**src/hdl/asp_ram.sv**
```systemverilog
module asp_ram #(
  parameter int WIDTH = 8,
  parameter int DEPTH = 2
) (
  input  logic                     clk,
  input  logic                     we,
  input  logic [$clog2(DEPTH)-1:0] waddr,
  input  logic [WIDTH-1:0]         wdata,
  input  logic [$clog2(DEPTH)-1:0] raddr,
  output logic [WIDTH-1:0]         rdata
);

  logic [WIDTH-1:0] mem [DEPTH];

  always_ff @(posedge clk) begin
    if (we) begin
      mem[waddr] <= wdata;
    end
    rdata <= mem[raddr];
  end

endmodule

```
**config.mk**
```make
export PLATFORM = sky130hd
export DESIGN_NAME = asp_ram
export DESIGN_NICKNAME = d
export VERILOG_FILES = /design/src/hdl/asp_ram.sv
export SDC_FILE = /design/constraint.sdc
export NUM_CORES = 1
export LEC_CHECK = 0
export ABC_AREA = 0
export BUFFER_PORTS_ARGS = -buffer_cell sky130_fd_sc_hd__buf_2
export CAP_MARGIN = 0
export CORE_ASPECT_RATIO = 1.1
export CORE_MARGIN = 5
export CORE_UTILIZATION = 42
export DETAILED_ROUTE_END_ITERATION = 10
export MAX_ROUTING_LAYER = met4
export PLACE_DENSITY_LB_ADDON = 0.2
export SYNTH_ARGS = -nofsm -noshare
export SYNTH_HDL_FRONTEND = slang
export SYNTH_SLANG_ARGS = --single-unit
```
**constraint.sdc**
```tcl
create_clock -name clk -period 1.25 [get_ports clk]
set_clock_uncertainty 0.15 [all_clocks]
set_input_delay 0.25 -clock clk [delete_from_list [all_inputs] [get_ports clk]]
set_output_delay 0.25 -clock clk [all_outputs]
set_load 0.005 [all_outputs]
```
# After elaboration in Yosys (flattened, before gate mapping)
# Memories as Yosys holds them, arrays and structs flattened. A register that Yosys moved wholly into a read port is not among the register bits.
# Index checks and enable logic that the tools add are counted.
[op_classes] muxes=2
[ops] cell="$mux W1" count=2
[word_totals] word_cells=3 in_bits=12 n_memories=1 output_inout_bits=8 ram_bits=16 reg_bits=0
[mem_list] memory="mem" words=2 word_bits=8 rd=1 rd_clocked_by_memory_dff=1 wr=1 line_no="13" text="logic [WIDTH-1:0] mem [DEPTH];"

# Logic depth before layout (Yosys ltp)
# Gate-level depths: netlist of run 1.
[logic_depth] word_depth=2 mapped_depth=2 mapped_depth_nobuf=1

# Worst setup path after synthesis of run 1
# No wires, ideal clock.
[synth_timing] kind="in2reg" start="in we" end="mem mem[0][0] (enable)" stages=1 n_path_buf=0 arrival_ns=0.670 setup_time_ns=0.373 t_required_ns=0.727 path_slack_ns=0.057 path_cell_list="nor2b_1"
[synth_between] elab_chain_len=2
[synth_lines] item="from (decl)" line_no="6" text="input logic we,"
[synth_lines] item="$mux W1" line_no="16" text="if (we) begin"
[synth_lines] item="$mux W1 (implied by the code)" line_no="17" text="mem[waddr] <= wdata;"
[synth_lines] item="to (decl)" line_no="13"
# No other way between the ends.

# Final worst setup path of run 1
[layout_timing] start="reg rdata[6] (read register of mem)" end="out rdata[6]"
[layout_lines] item="from (decl)" line_no="10" text="output logic [WIDTH-1:0] rdata"
# No word-level cell between the ends.

==> impl_metrics.env, run 1 <==
export IMPL_synth_nets=47
export IMPL_drtPass1Iterations=2
export IMPL_cp_start_kind="flip-flop"
export IMPL_routedWlPerCell_um=12.6
export IMPL_setup_viol=0
export IMPL_worst_pin_slew_ns=0.349
export IMPL_netlist_instances=35
export IMPL_die_w_um=51.2
export IMPL_routed_wl_um=1060
export IMPL_overflow=0
export IMPL_cts_clk_slew_worst_paths_ns=0.12
export IMPL_synth_compound_area_frac=0
export IMPL_cap_violations=0
export IMPL_vdd_ir_drop_max_mv=0.699
export IMPL_crit_slowest_cell="dfxtp_1"
export IMPL_cts_buffers=3
export IMPL_arrival_ns=0.73
export IMPL_rsz0062_at_grt="no"
export IMPL_path_depth=1
export IMPL_whs_path_depth=2
export IMPL_cts_buffer_depth=2
export IMPL_areaGrowthSynthToFinish_pct=28.1
export IMPL_max_slew_margin=0.768
export IMPL_grt_use_total=0.0844
export IMPL_ys_ff_latch=24
export IMPL_critical_path_required_ns=0.85
export IMPL_synth_area_um2=785
export IMPL_synth_cell_types=6
export IMPL_cts_root_buf="clkbuf_4"
export IMPL_gp_congestion=0.637
export IMPL_vias=384
export IMPL_hold_viol_final=0
export IMPL_crit_chain="buf_2"
export IMPL_grt_pass1_wl_um=1700
export IMPL_drive_gt1_frac=0.470
export IMPL_cellLeakagePower_nw=0.417
export IMPL_grt_start_max_net_pins=14
export IMPL_io_pins=20
export IMPL_maxSlewViolCount=0
export IMPL_synth_area_mux_share=0.153
export IMPL_cts_num_sinks=24
export IMPL_cts_tree="built"
export IMPL_cts_max_level=1
export IMPL_crit_fanout=1
export IMPL_postRouteAntennaNets=0
export IMPL_tns_ns=0
export IMPL_synth_xor_area_share=0
export IMPL_initial_core_util=0.440
export IMPL_antenna_found_initial=0
export IMPL_fp_coreArea_um2=1780
export IMPL_period_minus_slack_ns=1.13
export IMPL_critical_path_class="flip-flop to output pin"
export IMPL_power_density_nw_per_um2=1360
export IMPL_yosysSeqAreaShare=0.817
export IMPL_synthSimpleGateAreaFrac=0.0159
export IMPL_fp_dieH_um=55.3
export IMPL_cpLargestDelayFamily="flip-flops"
export IMPL_slowest_delay_ns=0.32
export IMPL_drc=0
export IMPL_synthAdderAreaFrac=0
export IMPL_path_buf_inv=1
export IMPL_num_rows=16
export IMPL_synth_top_cell_area_share=0.612
export IMPL_fin_nets=79
export IMPL_grt_pass1_vias=409
export IMPL_synth_area_leader_cell="edfxtp_1"
export IMPL_syn_area_per_cell_um2=22.4
export IMPL_synth_top_family_by_area="multiplexers"
export IMPL_clock_fmax_mhz=888
export IMPL_place_area_um2=898
export IMPL_status="completed"
export IMPL_insertion_delay_ns=0.30
export IMPL_via_per_inst=4.57
export IMPL_ys_top_cells_by_area="edfxtp_1 61%, dfxtp_1 20%, mux2_4 15%, buf_6 1.4%, and2_1 0.80%"
export IMPL_ys_warn_count=0
export IMPL_n_antenna_cell=0
export IMPL_dieArea_um2=2830
export IMPL_r2r_worst_path_cells=1
export IMPL_min_path_type="input port to flip-flop"
export IMPL_period_share=0.901
export IMPL_fin_area_um2=1000
export IMPL_ctsResizeCount=0
export IMPL_crit_path_end_kind="output pin"
export IMPL_drt_iter0_drc=9
export IMPL_port_buffers=19
layer usage:
metal,track usage,wire length (µm),vias to the layer above
li1,-,-,192
met1,0.0865,427,180
met2,0.136,565,12
met3,0.0323,68,0
met4,0.0462,0,0
met5,-,0,-
synthesized netlist by cell type:
library cell	number
dfxtp_1	8
and2_1	1
edfxtp_1	16
nor2b_1	1
buf_6	1
mux2_4	8
state kept, by name, summed over array words and instances (netlist names):
name   flops
mem       16
rdata      8
stage by stage:
stage,worst slack [ns],instances,hold slack [ns],utilization,power (W)
global route,0.0601,84,0.215,0.564,0.00144
finish,0.124,84,0.234,0.564,0.00136
CTS,0.103,84,0.223,0.564,0.00139
detailed placement,0.0758,72,0.294,0.504,0.00105
global placement,0.0935,72,0.291,0.504,0.00105
floorplan,0.0566,35,0.199,-,0.000997
cell type report:
cell class	instances	area, µm²
Clock buffer	3	22.5
Clock inverter	1	3.75
Fill cell	150	777
Multi-Input combinational cell	10	133
Sequential cell	24	641
Tap cell	18	22.5
Timing Repair Buffer	28	183
cell families (layout without fill, tap and decap cells):
logic type             count (synthesis)  count (layout)
buffers and inverters                  1              32
flip-flops                            24              24
multiplexers                           8               8
AND/OR/NAND/NOR                        2               2
final timing paths:
check                  from       end  slack (ns)
hold / removal        raddr  rdata[5]        0.23
setup / recovery   rdata[6]  rdata[6]        0.12
setup reg to reg  mem[0][1]  rdata[1]        0.35
hold reg to reg   mem[0][4]  rdata[4]        0.34
layout by cell type (no fill, tap or decap), drive strengths merged:
master	n
dlygate4sd3	8
mux2	8
and2	1
buf	20
nor2b	1
clkinv	1
dfxtp	8
edfxtp	16
clkbuf	3
power breakdown:
| part | internal [W] | switching [W] |
|---|---|---|
| clock | 0.000116 | 0.000202 |
| sequential | 0.000908 | 0.0000127 |
| combinational | 0.0000813 | 0.0000437 |
repair_timing:
| item | CTS | global route |
|---|---|---|
| hold buffers | 8 | 0 |
| setup buffers | 0 | 0 |
| hold endpoints to repair | 16 | 0 |
(Power assumes the default switching activity.)
==> run 2, diff against run 1 <==
CORE_MARGIN = default   (was 5)
==> impl_metrics.env, run 2 (synthesis results as in run 1) <==
export IMPL_n_antenna_cell=0
export IMPL_min_path_type="input port to flip-flop"
export IMPL_multi_input_area_um2=133
export IMPL_fin_nets=80
export IMPL_clock_fmax_mhz=862
export IMPL_grt_pass1_vias=373
export IMPL_die_w_um=43.2
export IMPL_cap_violations=0
export IMPL_n_fill_cell=149
export IMPL_initial_core_util=0.445
export IMPL_worst_pin_slew_ns=0.272
export IMPL_path_buf_inv=1
export IMPL_overflow=0
export IMPL_cts_max_level=1
export IMPL_grt_use_total=0.118
export IMPL_grt_pass1_wl_um=1550
export IMPL_crit_chain="buf_2"
export IMPL_ctsResizeCount=0
export IMPL_io_pins=20
export IMPL_period_share=0.928
export IMPL_drt_iter0_drc=1
export IMPL_period_minus_slack_ns=1.16
export IMPL_dieArea_um2=2040
export IMPL_regMostFlops="mem"
export IMPL_final_cell_mix="19 x buf_2, 16 x edfxtp_1, 8 x mux2_4, 8 x dlygate4sd3_1, 8 x dfxtp_1"
export IMPL_largest_reg_flops=16
export IMPL_hold_viol_final=0
export IMPL_areaGrowthSynthToFinish_pct=31.9
export IMPL_critical_path_class="flip-flop to output pin"
export IMPL_vdd_ir_drop_max_mv=0.687
export IMPL_cts_buffers=3
export IMPL_antenna_found_initial=0
export IMPL_vias=383
export IMPL_gp_congestion=0.577
export IMPL_drc=0
export IMPL_cellLeakagePower_nw=0.431
export IMPL_fp_coreArea_um2=1760
export IMPL_slowest_delay_ns=0.35
export IMPL_status="completed"
export IMPL_max_slew_margin=0.818
export IMPL_routed_wl_um=1020
export IMPL_routedWlPerCell_um=12.0
export IMPL_drtPass1Iterations=2
export IMPL_cp_start_kind="flip-flop"
export IMPL_fp_dieH_um=47.3
export IMPL_rsz0062_at_grt="no"
export IMPL_maxSlewViolCount=0
export IMPL_power_density_nw_per_um2=1390
export IMPL_register_area_um2=641
export IMPL_crit_slowest_cell="dfxtp_1"
export IMPL_setup_viol=0
export IMPL_drive_gt1_frac=0.493
export IMPL_num_rows=16
export IMPL_cts_buffer_depth=2
export IMPL_reg_top3="mem (16), rdata (8)"
export IMPL_cts_tree="built"
export IMPL_crit_fanout=1
export IMPL_cts_num_sinks=24
export IMPL_cpLargestDelayFamily="flip-flops"
export IMPL_critical_path_required_ns=0.85
export IMPL_cts_clk_slew_worst_paths_ns=0.12
export IMPL_port_buffers=19
export IMPL_via_per_inst=4.51
export IMPL_crit_path_end_kind="output pin"
export IMPL_tns_ns=0
export IMPL_insertion_delay_ns=0.30
export IMPL_layout_commonest_cell="buf_2"
export IMPL_postRouteAntennaNets=0
export IMPL_grt_start_max_net_pins=14
export IMPL_cts_root_buf="clkbuf_4"
export IMPL_rrSetupSlack_ns=0.34
export IMPL_place_area_um2=918
export IMPL_arrival_ns=0.76
export IMPL_fin_area_um2=1030
-- run 2: cell count changes in the layout (fill, tap and decap cells not counted), sizes merged --
cell,before,now
clkinv,1,0
clkbuf,3,4
buf,20,21
-- run 2: through the flow --
| step | cells | utilization | setup WS, ns | power [W] | hold WS, ns |
|---|---|---|---|---|---|
| after floorplan | 35 | - | 0.0566 | 0.000997 | 0.199 |
| after global placement | 73 | 0.521 | 0.148 | 0.00105 | 0.288 |
| after detailed placement | 73 | 0.521 | 0.136 | 0.00106 | 0.293 |
| after CTS | 85 | 0.587 | 0.0678 | 0.00146 | 0.219 |
| after global routing | 85 | 0.587 | 0.0412 | 0.00151 | 0.217 |
| final | 85 | 0.587 | 0.0903 | 0.00144 | 0.226 |
-- run 2: repair_timing --
action	CTS	global route
hold buffers	8	0
endpoints found under the hold margin	16	0
endpoints found under the setup margin	0	0
setup buffers	0	0
-- run 2: final timing paths --
kind                                start  endpoint  cells after the start
worst max-delay path             rdata[3]  rdata[3]                      1
worst max register to register  mem[0][2]  rdata[2]                      1
worst min-delay path                raddr  rdata[5]                      2
worst min register to register  mem[1][5]  rdata[5]                      1
-- run 2: final cells by class --
class                      instances  area share
tap                               18      0.0218
clock buffer                       4      0.0351
timing repair buffer              29       0.196
multi-input combinational         10       0.128
sequential                        24       0.619
-- run 2: report_power, final --
part           switching [W]  internal [W]  total, W  leakage (nW)
clock network       0.000209      0.000178  0.000387        0.0210
logic              0.0000446     0.0000874  0.000132         0.193
registers          0.0000142      0.000908  0.000923         0.218
-- run 2: per-layer routing --
| metal | wire length, µm | vias up | global-route usage | part of all wire |
|---|---|---|---|---|
| met5 | 0 | - | - | 0 |
| met4 | 0 | 0 | 0.0909 | 0 |
| met3 | 43 | 0 | 0.0231 | 0.042 |
| met2 | 602 | 12 | 0.209 | 0.59 |
| met1 | 376 | 179 | 0.115 | 0.37 |
| li1 | - | 192 | - | - |
==> run 3, diff against run 2 <==
BUFFER_PORTS_ARGS = default   (was -buffer_cell sky130_fd_sc_hd__buf_2)
DONT_BUFFER_PORTS = 1   (was default)
==> impl_metrics.env, run 3 (synthesis results as in run 1) <==
export IMPL_total_power_w=0.00132
export IMPL_violations="negative hold slack"
export IMPL_status="finished, violations left"
export IMPL_ctsResizeCount=0
export IMPL_maxSlewViolCount=0
export IMPL_vdd_ir_drop_max_mv=0.888
export IMPL_die_w_um=43.2
export IMPL_worst_pin_slew_ns=0.392
export IMPL_fin_nets=61
export IMPL_drive_gt1_frac=0.271
export IMPL_n_fill_cell=159
export IMPL_port_buffers=0
export IMPL_overflow=0
export IMPL_vias=319
export IMPL_insertion_delay_ns=0.29
export IMPL_final_cell_mix="16 x edfxtp_1, 8 x mux2_4, 8 x dlygate4sd3_1, 8 x dfxtp_1, 3 x clkbuf_4"
export IMPL_max_slew_margin=0.738
export IMPL_drt_iter0_drc=2
export IMPL_critical_path_required_ns=0.85
export IMPL_grt_pass1_wl_um=1250
export IMPL_antenna_found_initial=0
export IMPL_grt_pass1_vias=297
export IMPL_dieArea_um2=2040
export IMPL_period_share=0.843
export IMPL_crit_fanout=1
export IMPL_cts_num_sinks=24
export IMPL_hold_buffers=8
export IMPL_whs_path_depth=1
export IMPL_grt_use_total=0.0954
export IMPL_cts_buffers=3
export IMPL_power_density_nw_per_um2=1440
export IMPL_layout_commonest_cell="edfxtp_1"
export IMPL_drc=0
export IMPL_period_minus_slack_ns=1.05
export IMPL_via_per_inst=4.83
export IMPL_n_antenna_cell=0
export IMPL_io_pins=20
export IMPL_postRouteAntennaNets=0
export IMPL_fp_coreArea_um2=1760
export IMPL_crit_path_end_kind="output pin"
export IMPL_cts_root_buf="clkbuf_4"
export IMPL_hold_path_end="rdata[3]"
export IMPL_reg_top3="mem (16), rdata (8)"
export IMPL_largest_reg_flops=16
export IMPL_arrival_ns=0.65
export IMPL_cts_max_level=1
export IMPL_r2r_worst_path_cells=1
export IMPL_cts_buffer_depth=2
export IMPL_min_from="raddr"
export IMPL_cts_tree="built"
export IMPL_tns_ns=0
export IMPL_routedWlPerCell_um=13.3
export IMPL_timing_hold_ws_ns=-0.0464
export IMPL_regMostFlops="mem"
export IMPL_grt_start_max_net_pins=14
export IMPL_gp_congestion=0.589
export IMPL_timing_rr_start="mem[0][2]"
export IMPL_routed_wl_um=880
export IMPL_cts_clk_slew_worst_paths_ns=0.11
export IMPL_regToRegEndpoint="rdata[2]"
export IMPL_fp_dieH_um=47.3
export IMPL_cp_start_kind="flip-flop"
export IMPL_drtPass1Iterations=2
export IMPL_num_rows=16
export IMPL_cellLeakagePower_nw=0.347
export IMPL_clock_fmax_mhz=949
export IMPL_min_path_type="input port to flip-flop"
export IMPL_areaGrowthSynthToFinish_pct=16.9
export IMPL_cp_startpoint="rdata[6]"
export IMPL_initial_core_util=0.445
export IMPL_setup_viol=0
export IMPL_hold_viol_final=8
export IMPL_rsz0062_at_grt="no"
export IMPL_post_cts_buffers=0
export IMPL_critical_path_class="flip-flop to output pin"
export IMPL_rrSetupSlack_ns=0.34
export IMPL_cap_violations=0
-- run 3: stage by stage --
| stage | worst slack (ns) | cell area (µm²) | utilization | std cells | hold slack (ns) |
|---|---|---|---|---|---|
| after CTS | 0.186 | 917 | 0.521 | 66 | -0.0571 |
| after floorplan | 0.0566 | 785 | - | 35 | 0.199 |
| after global routing | 0.157 | 917 | 0.521 | 66 | -0.0727 |
| after global placement | 0.182 | 811 | 0.460 | 54 | 0.199 |
| after detailed placement | 0.146 | 811 | 0.460 | 54 | 0.199 |
| final | 0.196 | 917 | 0.521 | 66 | -0.0464 |
-- run 3: area by class of cell --
type	count	area [µm²]	share of cell area
timing repair buffer	10	95.1	0.104
sequential	24	641	0.698
tap	18	22.5	0.0246
clock buffer	4	26.3	0.0286
multi-input combinational	10	133	0.145
-- run 3: worst max path at each step --
stage	endpoint	slack (ns)	depth (start not counted)
finish	rdata[6]	0.20	0
global placement	mem[1][1]	0.18	1
CTS	rdata[2]	0.19	0
floorplan	mem[0][0]	0.06	1
global route	rdata[6]	0.16	0
detailed placement	mem[1][1]	0.15	1
-- run 3: metal layers --
layer	global-route usage	part of all wire
met1	0.0993	0.35
met2	0.155	0.58
met3	0.0269	0.065
met4	0.0727	0
met5	-	0
-- run 3: power by group --
part / leakage (nW) / switching [W] / internal, W
clock: 0.0150 / 0.000190 / 0.000124
sequential: 0.218 / 0.0000215 / 0.000909
combinational: 0.114 / 0.0000210 / 0.0000569
